### config.mk
export PLATFORM = sky130hd
export DESIGN_NAME = fnvht_hash
export DESIGN_NICKNAME = d
export VERILOG_FILES = /design/src/fnvht_pkg.sv /design/src/fnvht_hash.sv
export SDC_FILE = /design/constraint.sdc
export NUM_CORES = 1
export LEC_CHECK = 0
export ABC_AREA = 1
export BUFFER_PORTS_ARGS = -buffer_cell sky130_fd_sc_hd__buf_2
export CAP_MARGIN = 25
export CORE_UTILIZATION = 45
export DETAILED_ROUTE_END_ITERATION = 16
export PLACE_DENSITY = 0.68
export SLEW_MARGIN = 30
export SYNTH_ARGS = -nofsm -noshare
export SYNTH_HDL_FRONTEND = slang
export SYNTH_SLANG_ARGS = --single-unit
### constraint.sdc
create_clock -name clock -period 5.5 [get_ports clock]
set_input_delay 0.55 -clock clock [delete_from_list [all_inputs] [get_ports clock]]
set_output_delay 0.55 -clock clock [all_outputs]
set_load 0.02 [all_outputs]
### src/fnvht_pkg.sv
// Package for the FNV-1 linear probe hash table: widths, codes, hash constants.
package fnvht_pkg;

   localparam int TableSlotsDefault  = 64;
   localparam int MaxKeyBytesDefault = 8;

   localparam logic [63:0] FNV_BASIS = 64'hcbf29ce484222325;
   localparam logic [63:0] FNV_MULT  = 64'h00000100000001b3;

   typedef enum logic [1:0] {
      OP_ADD    = 2'd0,
      OP_REMOVE = 2'd1,
      OP_GET    = 2'd2,
      OP_NONE   = 2'd3
   } op_type;

   typedef enum logic [1:0] {
      ST_OK      = 2'd0,
      ST_FULL    = 2'd1,
      ST_EMPTY   = 2'd2,
      ST_MISSING = 2'd3
   } status_type;

   typedef enum logic [2:0] {
      S_IDLE,
      S_HASH,
      S_CLEAR,
      S_PROBE,
      S_WRITE,
      S_OUT
   } state_type;

   // hash unit handshake
   typedef struct packed {
      logic        start;
      logic [63:0] key;
      logic [3:0]  len;
   } hash_req_type;

   typedef struct packed {
      logic        done;
      logic [63:0] hash;
   } hash_rsp_type;

endpackage

### src/fnvht_hash.sv
// Iterative FNV-1 64-bit hash: one byte per step, multiply split into a low product and a shifted add.
module fnvht_hash
   import fnvht_pkg::*;
(
   input  logic         clock,
   input  logic         reset,
   input  hash_req_type req,
   output hash_rsp_type rsp
);

   logic [63:0] h_ff, h_in;
   logic [63:0] key_ff, key_in;
   logic [3:0]  cnt_ff, cnt_in;
   logic        busy_ff, busy_in;
   logic        phase_ff, phase_in;
   logic        done_ff, done_in;
   logic [63:0] part_ff, part_in;

   // h * (2^40 + 0x1b3): the first phase forms the low product, the second adds the shifted part
   always_comb begin
      h_in     = h_ff;
      key_in   = key_ff;
      cnt_in   = cnt_ff;
      busy_in  = busy_ff;
      phase_in = phase_ff;
      done_in  = 1'b0;
      part_in  = part_ff;
      if (req.start) begin
         h_in     = FNV_BASIS;
         key_in   = req.key;
         cnt_in   = req.len;
         busy_in  = 1'b1;
         phase_in = 1'b0;
      end else if (busy_ff) begin
         if (cnt_ff == 4'd0) begin
            busy_in = 1'b0;
            done_in = 1'b1;
         end else if (!phase_ff) begin
            part_in  = h_ff * 64'h1b3;
            phase_in = 1'b1;
         end else begin
            h_in     = (part_ff + {h_ff[23:0], 40'd0}) ^ {56'd0, key_ff[7:0]};
            key_in   = {8'd0, key_ff[63:8]};
            cnt_in   = cnt_ff - 4'd1;
            phase_in = 1'b0;
         end
      end
   end

   always_ff @(posedge clock) begin
      if (reset) begin
         busy_ff <= 1'b0;
         done_ff <= 1'b0;
      end else begin
         busy_ff <= busy_in;
         done_ff <= done_in;
      end
      h_ff     <= h_in;
      key_ff   <= key_in;
      cnt_ff   <= cnt_in;
      phase_ff <= phase_in;
      part_ff  <= part_in;
   end

   assign rsp.done = done_ff;
   assign rsp.hash = h_ff;

endmodule

==> results.cfg <==
[outcome]
status = finished, final reports clean

[place]
place_inst = 3616
place.detailed.hpwl_um = 58300
place_congestion = 0.994
place.port_buffers = 135

[clock_network]
cts_setup_buffers = 0
cts_hold_buffers = 0
clockRootBuffer = clkbuf_16
cts_inserted_buffers = 17
clock-sinks = 199
ctsResizeCount = 0
cts_tree = yes
clk_pin_slew_worst_paths_ps = 90
h-tree-depth = 4
insertion_delay_ps = 510
clockBufferDepth = 2

[drt]
drt_wl_total_um = 69400
dr.pass1.iters = 8
vias = 18400
routed_via_density = 5.03
ant_nets = 0
route.detailed.drc = 0
routedWlPerCell_um = 19.0
drt_iter0_drc = 1340

[sta]
hold_violations = 0
fin_crit_sh = 0.906
rsz0062_at_grt = false
fin_crit_ps = 4990
final-setup-viol-count = 0
worst_pin_slew_ps = 944
max_freq_ghz = 0.201
slew_headroom = 0.371
fin_worst_skew_ps = 20.1
finalSetupTns_ps = 0
slew_viol_final = 0

[die]
dieArea_um2 = 48800
fp.coreArea_um2 = 47000
rows = 79
die_h_um = 221
pin_count = 136
start_util = 0.460
die_w_um = 221

[power]
leakage_uw = 0.0128
p_per_area_nw_per_um2 = 557
ir_drop_v = 0.000345

[min_path]
hp-class = input port to flip-flop

[setup_path]
cp_common_cell = nand2_1
critPathMaxFanout = 5
crit_required_ps = 5770
worst-path-buf-inv = 2
critical_path.slowest_cell = dfxtp_1
critPathMaxStageDelay_ps = 700
end_kind = flip-flop
arrival_ps = 5260
cp_top_family = adder cells
crit_chain = ha_1 -> xor2_1 -> ha_1 -> fa_1 -> inv_1 -> fa_1 -> inv_1 -> ha_1 -> nand2_1 -> nor2_1 -> nand2_1 -> nor2_1 -> nand2_1 -> nand3_2 -> nand2_1 -> nand4_1 -> nand2_1
rrSetupSlack_ps = 510
critPathKind = flip-flop to flip-flop
cp-start-kind = flip-flop

[synth]
yosysWarnings = 0
synth.distinct_cells = 41
async_reset_ff_frac = 0
syn_nets = 3336
yosys.area.top_type = edfxtp_1
yosysSeqAreaShare = 0.246
synth_area_leaders = edfxtp_1 (18%), fa_1 (17%), nand2_1 (16%)
syn-cell-area_um2 = 21600
avgSynthCellArea_um2 = 7.44
synth-seq-cells = 199
synth_most_common_cell = nand2_1
synth_common_cells = nand2_1 (891), inv_1 (687), fa_1 (182), ha_1 (182), nor2_1 (147)
synth_top_area_frac = 0.184
synth_ff_type = edfxtp_1
syn_inst = 2901
synth_edf_count = 132

[global_route]
grt_util_all_layers = 0.292
grt_pass1_vias = 18900
grt_max_degree = 85
grt_antenna_before_repair = 0
grt_overflow_total = 0
grt_pass1_wl_um = 108000

[finish]
fill_cells = 4763
fin_nets = 3463
area_growth_pct = 9.45
num_antenna_cells = 0
fin_cells = 3647
layout-drive-gt1-share = 0.0875

[run]
cap_violations = 0
state kept, by name, indices dropped and copies added (netlist names):
| name | cells |
|---|---|
| h_ff | 64 |
| key_ff | 64 |
| part_ff | 64 |
| done_ff | 1 |
| phase_ff | 1 |
| busy_ff | 1 |
| cnt_ff | 4 |
cells by family (layout without fill, tap and decap cells):
logic type / Yosys count / after routing / synth area share
AOI/OAI and AO/OA: 206 / 206 / 0.0535
DFF: 199 / 199 / 0.246
buffers and inverters: 736 / 875 / 0.129
and+or+nand+nor: 1264 / 1264 / 0.243
adders and majority gates: 364 / 364 / 0.274
xor gates and xnor gates: 132 / 132 / 0.0536
final timing paths:
kind              depth (start not counted)           to        from
setup / recovery                         17  part_ff[57]    h_ff[23]
hold / removal                            2      busy_ff       reset
hold reg to reg                           2      h_ff[8]  part_ff[8]
setup reg to reg                         17  part_ff[57]    h_ff[23]
cell type report:
type	instances	area, µm²	area share
Clock inverter	14	229	0.00970
Inverter	698	2620	0.111
Tap cell	607	759	0.0322
Clock buffer	17	425	0.0180
Timing Repair Buffer	146	771	0.0326
Multi-Input combinational cell	1966	13500	0.572
Sequential cell	199	5310	0.225
layout by cell type, fill, tap and decap left out, types with 5 or more instances in the layout:
cell type / count
or2_2: 7
nand3_1: 98
a21oi_1: 88
o21ai_0: 50
nor3_1: 11
dfxtp_1: 67
buf_2: 135
o21ai_1: 6
nand2_1: 890
nor3_2: 5
nand3_2: 8
o21bai_1: 18
inv_8: 5
ha_1: 182
xor2_1: 84
nand2_2: 22
nor2_2: 27
inv_2: 10
nand4_1: 28
nor2_1: 147
xnor2_1: 48
inv_1: 686
o22ai_1: 26
fa_1: 182
edfxtp_1: 132
o21a_1: 10
clkbuf_16: 17
buf_4: 10
report_power, final:
group	total (µW)	internal, µW	switching (µW)	leakage [µW]
Sequential	2280	2120	161	0.00181
Combinational	9410	2980	6430	0.0107
Clock	1460	745	715	0.000318
Total	13200	5850	7300	0.0128
per-stage QoR:
stage | area, µm² | util | setup slack (ps) | hold slack [ps] | total power, µW
after floorplan | 21600 | - | 1570 | 425 | 8690
after global placement | 22900 | 0.489 | 665 | 436 | 11600
after detailed placement | 23000 | 0.489 | 692 | 449 | 11600
after CTS | 23600 | 0.503 | 670 | 198 | 13100
after global routing | 23600 | 0.503 | 421 | 214 | 14400
final | 23600 | 0.503 | 514 | 229 | 13200
metal layers:
metal / GRT usage / up-vias / wire, µm
met1: 0.383 / 8748 / 31100
met5: 0 / - / 0
li1: - / 9051 / -
met3: 0.0495 / 88 / 3770
met2: 0.492 / 474 / 32700
met4: 0.0916 / 0 / 1830
(Power assumes the default switching activity.)
