File: src/fnvht_ram.sv
// Generic single-port-write, one-read RAM with registered read data.
module fnvht_ram #(
   parameter int WIDTH = 8,
   parameter int DEPTH = 64
) (
   input  logic                                        clock,
   input  logic                                        wr_en,
   input  logic [((DEPTH > 1) ? $clog2(DEPTH) : 1)-1:0] wr_addr,
   input  logic [WIDTH-1:0]                            wr_data,
   input  logic [((DEPTH > 1) ? $clog2(DEPTH) : 1)-1:0] rd_addr,
   output logic [WIDTH-1:0]                            rd_data
);

   logic [WIDTH-1:0] mem_ff [DEPTH];

   always_ff @(posedge clock) begin
      if (wr_en) begin
         mem_ff[wr_addr] <= wr_data;
      end
      rd_data <= mem_ff[rd_addr];
   end

endmodule

File: config.mk
export PLATFORM = sky130hd
export DESIGN_NAME = fnvht_ram
export DESIGN_NICKNAME = d
export VERILOG_FILES = /design/src/fnvht_ram.sv
export SDC_FILE = /design/constraint.sdc
export NUM_CORES = 1
export LEC_CHECK = 0
export ABC_AREA = 1
export BUFFER_PORTS_ARGS = -buffer_cell sky130_fd_sc_hd__buf_4
export CORE_ASPECT_RATIO = 0.6
export CORE_MARGIN = 5
export CORE_UTILIZATION = 25
export DETAILED_ROUTE_END_ITERATION = 6
export GPL_TIMING_DRIVEN = 0
export SYNTH_ARGS = -nofsm -noshare
export SYNTH_HDL_FRONTEND = slang
export SYNTH_SLANG_ARGS = --single-unit
File: constraint.sdc
create_clock -name clock -period 2.2 [get_ports clock]
set_clock_uncertainty 0.05 [all_clocks]
set_input_delay 0.44 -clock clock [delete_from_list [all_inputs] [get_ports clock]]
set_output_delay 0.44 -clock clock [all_outputs]
set_load 0.02 [all_outputs]
==> load_flow_metrics.sql, run 1 <==
INSERT INTO impl_metrics (metric_group, metric, value, unit) VALUES
('placed_design', 'numPlacedInstances', '2981', ''),
('sta', 'slew_limit_fails', '0', ''),
('critical_path', 'worst-setup-path-type', 'input port to flop', ''),
('clock_tree', 'ctsHoldBuffers', '0', ''),
('placed_design', 'place_worst_setup_slack', '-0.839', 'ns'),
('layout', 'layoutNonFillerInstCount', '3074', ''),
('synthesis', 'average_instance_area_after_synthesis', '11.8', 'um^2'),
('synthesis', 'yosysWarningCount', '0', ''),
('synthesis', 'post_synthesis_instance_area', '0.0213', 'mm^2'),
('synthesis', 'synth.area.top_cells', 'sky130_fd_sc_hd__edfxtp_1 72%, sky130_fd_sc_hd__nand2_1 11%, sky130_fd_sc_hd__nand3_1 10%', ''),
('global_route', 'grt_max_degree', '65', ''),
('layout', 'layout_cells_sized_above_1', '13.3', '%'),
('critical_path', 'crit_path_start_kind', 'input port', ''),
('synthesis', 'postSynthNetCount', '1827', ''),
('route', 'viasPerCell', '4.81', ''),
('floorplan', 'start_util', '25.1', '%'),
('sta', 'setup-violations-final', '128', ''),
('synthesis', 'synth_area_leader_cell', 'sky130_fd_sc_hd__edfxtp_1', ''),
('route', 'via_count', '14800', ''),
('clock_tree', 'cts_max_path_buffers', '3', ''),
('layout', 'nets', '1913', ''),
('global_route', 'grt_antenna_before_repair', '5', ''),
('power_and_ir_drop', 'total_leakage_power', '8.66', 'nW'),
('clock_tree', 'cts_buffers', '46', ''),
('floorplan', 'placeableCoreArea', '0.0851', 'mm^2'),
('floorplan', 'die_width', '387', 'um'),
('placed_design', 'gp_routability_congestion', '0.928', ''),
('power_and_ir_drop', 'power.density_cell_area', '856', 'mW/mm^2'),
('synthesis', 'synthDistinctLibCells', '16', ''),
('synthesis', 'synth_top_area_share', '72.0', '%'),
('route', 'detail_route.first_pass.iterations', '5', ''),
('power_and_ir_drop', 'vdd_drop_max', '0.738', 'mV'),
('clock_tree', 'clk_latency', '0.61', 'ns'),
('synthesis', 'postSynthRegisterBits', '520', ''),
('status', 'status', 'finished with violations', ''),
('route', 'antenna_left', '0', ''),
('layout', 'antenna-diode-count', '0', ''),
('sta', 'final.setup.tns', '-10.01', 'ns'),
('floorplan', 'fp-row-count', '83', ''),
('clock_tree', 'clkTransAtPathRegs', '0.07', 'ns'),
('status', 'violations', 'setup timing', ''),
('sta', 'timing.max_slew.rel_slack', '37.1', '%'),
('clock_tree', 'clockRootBuffer', 'sky130_fd_sc_hd__clkbuf_16', ''),
('sta', 'fin_ws', '-0.200', 'ns'),
('route', 'drtIter0Drc', '2314', ''),
('sta', 'setup_repair_after_global_routing_missed_its_margin', 'yes', ''),
('route', 'number_of_design_rule_violations_left_after_detail_routing', '0', ''),
('layout', 'filler_instances', '8664', ''),
('layout', 'area_of_the_multi_input_gates', '0.00516', 'mm^2'),
('min_path', 'worstHoldPathType', 'input port to flop', ''),
('route', 'drt-wirelength-per-cell', '22.8', 'um'),
('critical_path', 'critical_path_arrival', '2.57', 'ns'),
('sta', 'timing_worst_slew_pin_value', '0.944', 'ns'),
('clock_tree', 'clkSinkCount', '520', ''),
('global_route', 'grt_pass1_vias', '13400', ''),
('synthesis', 'postSynthCellCount', '1805', ''),
('floorplan', 'die_height', '236', 'um'),
('layout', 'layout-area-overhead-vs-synth', '16.4', '%'),
('sta', 'final_worst_path_period_share', '109', '%'),
('clock_tree', 'cts_tree', 'built', ''),
('critical_path', 'crit_required', '2.37', 'ns'),
('floorplan', 'io_pins', '30', ''),
('flow_run', 'cap_viol_max_count', '0', ''),
('critical_path', 'critical_path_fanout_max', '9', ''),
('sta', 'period_needed', '2.40', 'ns'),
('sta', 'fmaxAchievable', '417', 'MHz'),
('global_route', 'groute.usage.overall', '14.8', '%'),
('sta', 'finalHoldViolations', '0', ''),
('placed_design', 'port_buffers', '21', ''),
('synthesis', 'synth_seq_area_share', '72.8', '%'),
('placed_design', 'dp.final_hpwl', '48000', 'um'),
('power_and_ir_drop', 'post-layout-total-power', '21.3', 'mW'),
('global_route', 'grt_overflow_total', '0', ''),
('route', 'postRouteWirelength', '70100', 'um'),
('layout', 'seq_area', '0.0155', 'mm^2'),
('critical_path', 'timing.critical_path.to_type', 'flop', ''),
('floorplan', 'area_of_the_die', '0.0915', 'mm^2'),
('clock_tree', 'cts-htree-levels', '2', ''),
('global_route', 'grt_pass1_wl', '98500', 'um');
==> cell type report <==
class                           count  area share, %
Buffer                            113           3.27
Clock buffer                       55           4.98
Clock inverter                     29           1.32
Inverter                           12          0.201
Multi-Input combinational cell   1160           20.8
Sequential cell                   520           62.5
Tap cell                         1147           5.78
Timing Repair Buffer               38           1.15
==> cell usage in the layout (no fill, tap or decap), types with 9 or more instances in the layout <==
master                      netlist  routed
sky130_fd_sc_hd__inv_1           10      10
sky130_fd_sc_hd__clkbuf_16        0      47
sky130_fd_sc_hd__nor2_4           0       9
sky130_fd_sc_hd__buf_4           14      52
sky130_fd_sc_hd__buf_6           35      35
sky130_fd_sc_hd__buf_1           10       9
sky130_fd_sc_hd__nor2_2           0      38
sky130_fd_sc_hd__nor2_1          56       9
sky130_fd_sc_hd__nand2_1        648     648
sky130_fd_sc_hd__clkbuf_1        15      19
sky130_fd_sc_hd__edfxtp_1       512     512
sky130_fd_sc_hd__nand4_1          9       9
sky130_fd_sc_hd__buf_2           37      36
sky130_fd_sc_hd__nand3_1        439     439
==> metrics by stage <==
stage	instance area (um^2)	util, %	hold WS, ns
2_1_floorplan	21300	-	0.489
3_3_place_gp	22900	27.0	0.812
3_5_place_dp	23000	27.1	0.808
4_1_cts	24700	29.0	0.305
5_1_grt	24800	29.2	0.346
6_report	24800	29.2	0.327
==> cell families after synthesis <==
family	after synthesis	share of synthesized area, %
and+or+nand+nor	1160	23.2
buffers and inverters	125	4.02
DFF	520	72.8
==> synthesized netlist by cell type <==
library cell / number
sky130_fd_sc_hd__nand2_1: 648
sky130_fd_sc_hd__edfxtp_1: 512
sky130_fd_sc_hd__nand3_1: 439
sky130_fd_sc_hd__nor2_1: 56
sky130_fd_sc_hd__buf_2: 37
sky130_fd_sc_hd__buf_6: 35
sky130_fd_sc_hd__clkbuf_1: 15
sky130_fd_sc_hd__buf_4: 14
sky130_fd_sc_hd__buf_1: 10
sky130_fd_sc_hd__inv_1: 10
sky130_fd_sc_hd__nand4_1: 9
sky130_fd_sc_hd__dfxtp_1: 8
sky130_fd_sc_hd__nor4_1: 8
sky130_fd_sc_hd__buf_8: 2
sky130_fd_sc_hd__inv_2: 1
sky130_fd_sc_hd__inv_6: 1
==> timing repair <==
| action | in CTS | in global routing |
|---|---|---|
| hold endpoints to repair | 0 | 0 |
| gates resized for setup | 29 | 32 |
| setup endpoints to repair | 223 | 354 |
| pin swaps | 0 | 1 |
| gates cloned | 0 | 0 |
| buffers inserted | 0 | 9 |
==> report_power, final <==
| part | switching [mW] | internal, mW |
|---|---|---|
| clock | 3.88 | 4.75 |
| combinational | 1.26 | 0.396 |
| sequential | 0.0219 | 11.0 |
| total | 5.16 | 16.1 |
==> worst max-delay path: stages <==
cell                       delay, ns
sky130_fd_sc_hd__clkbuf_1       0.23
sky130_fd_sc_hd__inv_1          0.36
sky130_fd_sc_hd__nand4_1        0.65
sky130_fd_sc_hd__nor2_2         0.88
==> per-layer routing <==
layer,GRT usage (%),vias to the layer above,share of wire [%]
li1,-,6524,-
met5,0,-,0.067
met3,9.41,94,19
met4,1.85,8,1.3
met1,22.8,7204,46
met2,17.0,964,34
==> flip-flops by register name, indices dropped and copies added, names as in the netlist <==
name     count
mem_ff     512
rd_data      8
==> final timing paths <==
kind	start	end	slack, ns	depth (start not counted)
min	rd_addr[5]	rd_data[0]	0.33	3
min reg2reg	mem_ff[30][7]	rd_data[7]	0.88	8
max	wr_addr[1]	mem_ff[8][5]	-0.20	4
max reg2reg	mem_ff[27][5]	rd_data[5]	0.38	8
Power figures use the tool's default switching activity.
==> run 2: changes to the inputs <==
--- a/config.mk
+++ b/config.mk
@@ -7,11 +7,13 @@
 export LEC_CHECK = 0
 export ABC_AREA = 1
 export BUFFER_PORTS_ARGS = -buffer_cell sky130_fd_sc_hd__buf_4
+export CAP_MARGIN = 20
 export CORE_ASPECT_RATIO = 0.6
 export CORE_MARGIN = 5
 export CORE_UTILIZATION = 25
 export DETAILED_ROUTE_END_ITERATION = 6
 export GPL_TIMING_DRIVEN = 0
+export RECOVER_POWER = 50
 export SYNTH_ARGS = -nofsm -noshare
 export SYNTH_HDL_FRONTEND = slang
 export SYNTH_SLANG_ARGS = --single-unit
==> constraint.sdc (replaced) <==
create_clock -name clock -period 2.4 [get_ports clock]
set_clock_uncertainty 0.05 [all_clocks]
set_input_delay 0.48 -clock clock [delete_from_list [all_inputs] [get_ports clock]]
set_output_delay 0.48 -clock clock [all_outputs]
set_load 0.02 [all_outputs]
==> run 2 against run 1 <==
  * The flow finishes with violations (capacitance limit, slew limit, setup timing)
  * Utilization down 0.20 points
  * Global-route usage about the same
  * Worst hold slack better by 0.034 ns
  * Non-clock buffer count down 7
  * Combinational power down 9.6%
  * Worst setup slack worse by 0.020 ns
  * Largest power group unchanged
==> load_flow_metrics.sql, run 2 (synthesis gave the netlist of run 1 again) <==
INSERT INTO impl_metrics (metric_group, metric, value, unit) VALUES
('global_route', 'grt_antenna_before_repair', '5', ''),
('layout', 'nets', '1906', ''),
('route', 'viasPerCell', '4.80', ''),
('route', 'antenna_left', '0', ''),
('power_and_ir_drop', 'total_leakage_power', '8.63', 'nW'),
('sta', 'finalHoldViolations', '0', ''),
('floorplan', 'start_util', '25.1', '%'),
('route', 'drt-wirelength-per-cell', '22.8', 'um'),
('floorplan', 'die_width', '387', 'um'),
('route', 'via_count', '14700', ''),
('critical_path', 'critical_path_arrival', '2.77', 'ns'),
('clock_tree', 'clk_latency', '0.60', 'ns'),
('critical_path', 'worst-setup-path-type', 'input port to flop', ''),
('sta', 'fmaxAchievable', '382', 'MHz'),
('min_path', 'worstHoldPathType', 'input port to flop', ''),
('sta', 'fin_ws', '-0.221', 'ns'),
('sta', 'timing.max_slew.rel_slack', '-22.1', '%'),
('power_and_ir_drop', 'post-layout-total-power', '19.5', 'mW'),
('placed_design', 'gp_routability_congestion', '0.928', ''),
('placed_design', 'port_buffers', '21', ''),
('critical_path', 'timing.critical_path.to_type', 'flop', ''),
('route', 'postRouteWirelength', '69900', 'um'),
('floorplan', 'io_pins', '30', ''),
('layout', 'largest-register', 'mem_ff', ''),
('clock_tree', 'ctsHoldBuffers', '0', ''),
('sta', 'final_worst_path_period_share', '109', '%'),
('sta', 'setup_repair_after_global_routing_missed_its_margin', 'yes', ''),
('critical_path', 'path_cells', 'clkbuf_1 -> inv_1 -> nand4_1 -> nor2_1', ''),
('clock_tree', 'clkSinkCount', '520', ''),
('floorplan', 'placeableCoreArea', '0.0851', 'mm^2'),
('layout', 'final_common_cell', 'sky130_fd_sc_hd__nand2_1', ''),
('status', 'status', 'finished with violations', ''),
('global_route', 'grt_pass1_wl', '98500', 'um'),
('power_and_ir_drop', 'vdd_drop_max', '0.680', 'mV'),
('clock_tree', 'cts_max_path_buffers', '3', ''),
('status', 'violations', 'capacitance limit, slew limit, setup timing', ''),
('sta', 'period_needed', '2.62', 'ns'),
('critical_path', 'crit_path_start_kind', 'input port', ''),
('floorplan', 'area_of_the_die', '0.0915', 'mm^2'),
('layout', 'post-route-util', '29.0', '%'),
('clock_tree', 'clkTransAtPathRegs', '0.07', 'ns'),
('layout', 'largest_registers', 'mem_ff x512, rd_data x8', ''),
('critical_path', 'timing.critical_path.slowest_stage_cell', 'sky130_fd_sc_hd__nor2_1', ''),
('critical_path', 'crit_required', '2.55', 'ns'),
('global_route', 'grt_max_degree', '65', ''),
('sta', 'slew_limit_fails', '520', ''),
('route', 'detail_route.first_pass.iterations', '6', ''),
('layout', 'largest_reg_flops', '512', ''),
('sta', 'hold-worst-slack', '0.361', 'ns'),
('critical_path', 'cp_top_delay_family', 'simple AND/OR/NAND/NOR gates', ''),
('sta', 'timing_worst_slew_pin_value', '1.83', 'ns'),
('clock_tree', 'cts_buffers', '46', ''),
('critical_path', 'critical_path_fanout_max', '9', ''),
('floorplan', 'fp-row-count', '83', ''),
('clock_tree', 'cts_tree', 'built', ''),
('global_route', 'grt_pass1_vias', '13400', ''),
('global_route', 'grt_overflow_total', '0', ''),
('global_route', 'groute.usage.overall', '14.8', '%'),
('critical_path', 'slowest_cell_delay_on_critical_path', '1.04', 'ns'),
('flow_run', 'cap_viol_max_count', '8', ''),
('route', 'number_of_design_rule_violations_left_after_detail_routing', '0', ''),
('power_and_ir_drop', 'power.density_cell_area', '790', 'mW/mm^2'),
('placed_design', 'place_worst_setup_slack', '-0.679', 'ns'),
('floorplan', 'die_height', '236', 'um'),
('layout', 'antenna-diode-count', '0', ''),
('route', 'drtIter0Drc', '2252', ''),
('clock_tree', 'cts-htree-levels', '2', ''),
('sta', 'setup-violations-final', '76', ''),
('layout', 'most_frequent_cells_in_the_layout', '648 x sky130_fd_sc_hd__nand2_1, 512 x sky130_fd_sc_hd__edfxtp_1, 439 x sky130_fd_sc_hd__nand3_1', ''),
('critical_path', 'critical_path_buf_inv_count', '2', ''),
('clock_tree', 'clockRootBuffer', 'sky130_fd_sc_hd__clkbuf_16', ''),
('placed_design', 'dp.final_hpwl', '48000', 'um'),
('layout', 'layout_cells_sized_above_1', '11.7', '%'),
('layout', 'layout-area-overhead-vs-synth', '15.6', '%');
[run 2: changes by cell type in the layout (fill, tap and decap cells not counted), sizes merged]
| cell | change |
|---|---|
| clkbuf | +7 |
| buf | -14 |
[run 2: power breakdown]
group,internal (mW),switching (mW)
Sequential,10.1,0.0201
Combinational,0.353,1.15
Clock,4.36,3.56
[run 2: timing repair]
item,CTS,global route
resized for setup,5,19
setup endpoints to repair,48,160
buffers inserted,0,0
[run 2: layout make-up]
type	count	area (um^2)
Fill cell	8681	60400
Sequential cell	520	15500
Multi-Input combinational cell	1160	5060
Tap cell	1147	1440
Clock buffer	55	1240
Buffer	113	808
Clock inverter	29	329
Timing Repair Buffer	31	223
Inverter	12	50.0
[run 2: worst paths after layout]
check	startpoint	end	slack (ns)	depth (start not counted)
hold reg to reg	mem_ff[30][7]	rd_data[7]	0.86	8
setup / recovery	wr_addr[0]	mem_ff[12][5]	-0.22	4
setup reg to reg	mem_ff[27][5]	rd_data[5]	0.57	8
hold / removal	rd_addr[5]	rd_data[0]	0.36	3
[run 2: stage by stage]
| step | area [um^2] | setup TNS [ns] | std cells |
|---|---|---|---|
| finish | 24700 | -7.24 | 3067 |
| global route | 24700 | -9.25 | 3067 |
| CTS | 24600 | -0.873 | 3065 |
| detailed placement | 23000 | -209.88 | 2981 |
| global placement | 22900 | -199.66 | 2973 |
| floorplan | 21300 | 0 | 1805 |
[run 2: layer usage]
layer | global-route usage [%] | vias to the layer above | share of wire, %
met4 | 1.87 | 8 | 1.1
met1 | 22.7 | 7112 | 45
met5 | 0 | - | 0.070
met2 | 17.0 | 1001 | 34
li1 | - | 6502 | -
met3 | 9.55 | 84 | 20
[run 2: worst reg2reg max path: cells and delay by family, from the launching register on]
kind	cells	cell delay [ns]
DFF	1	0.36
and+or+nand+nor	8	1.22
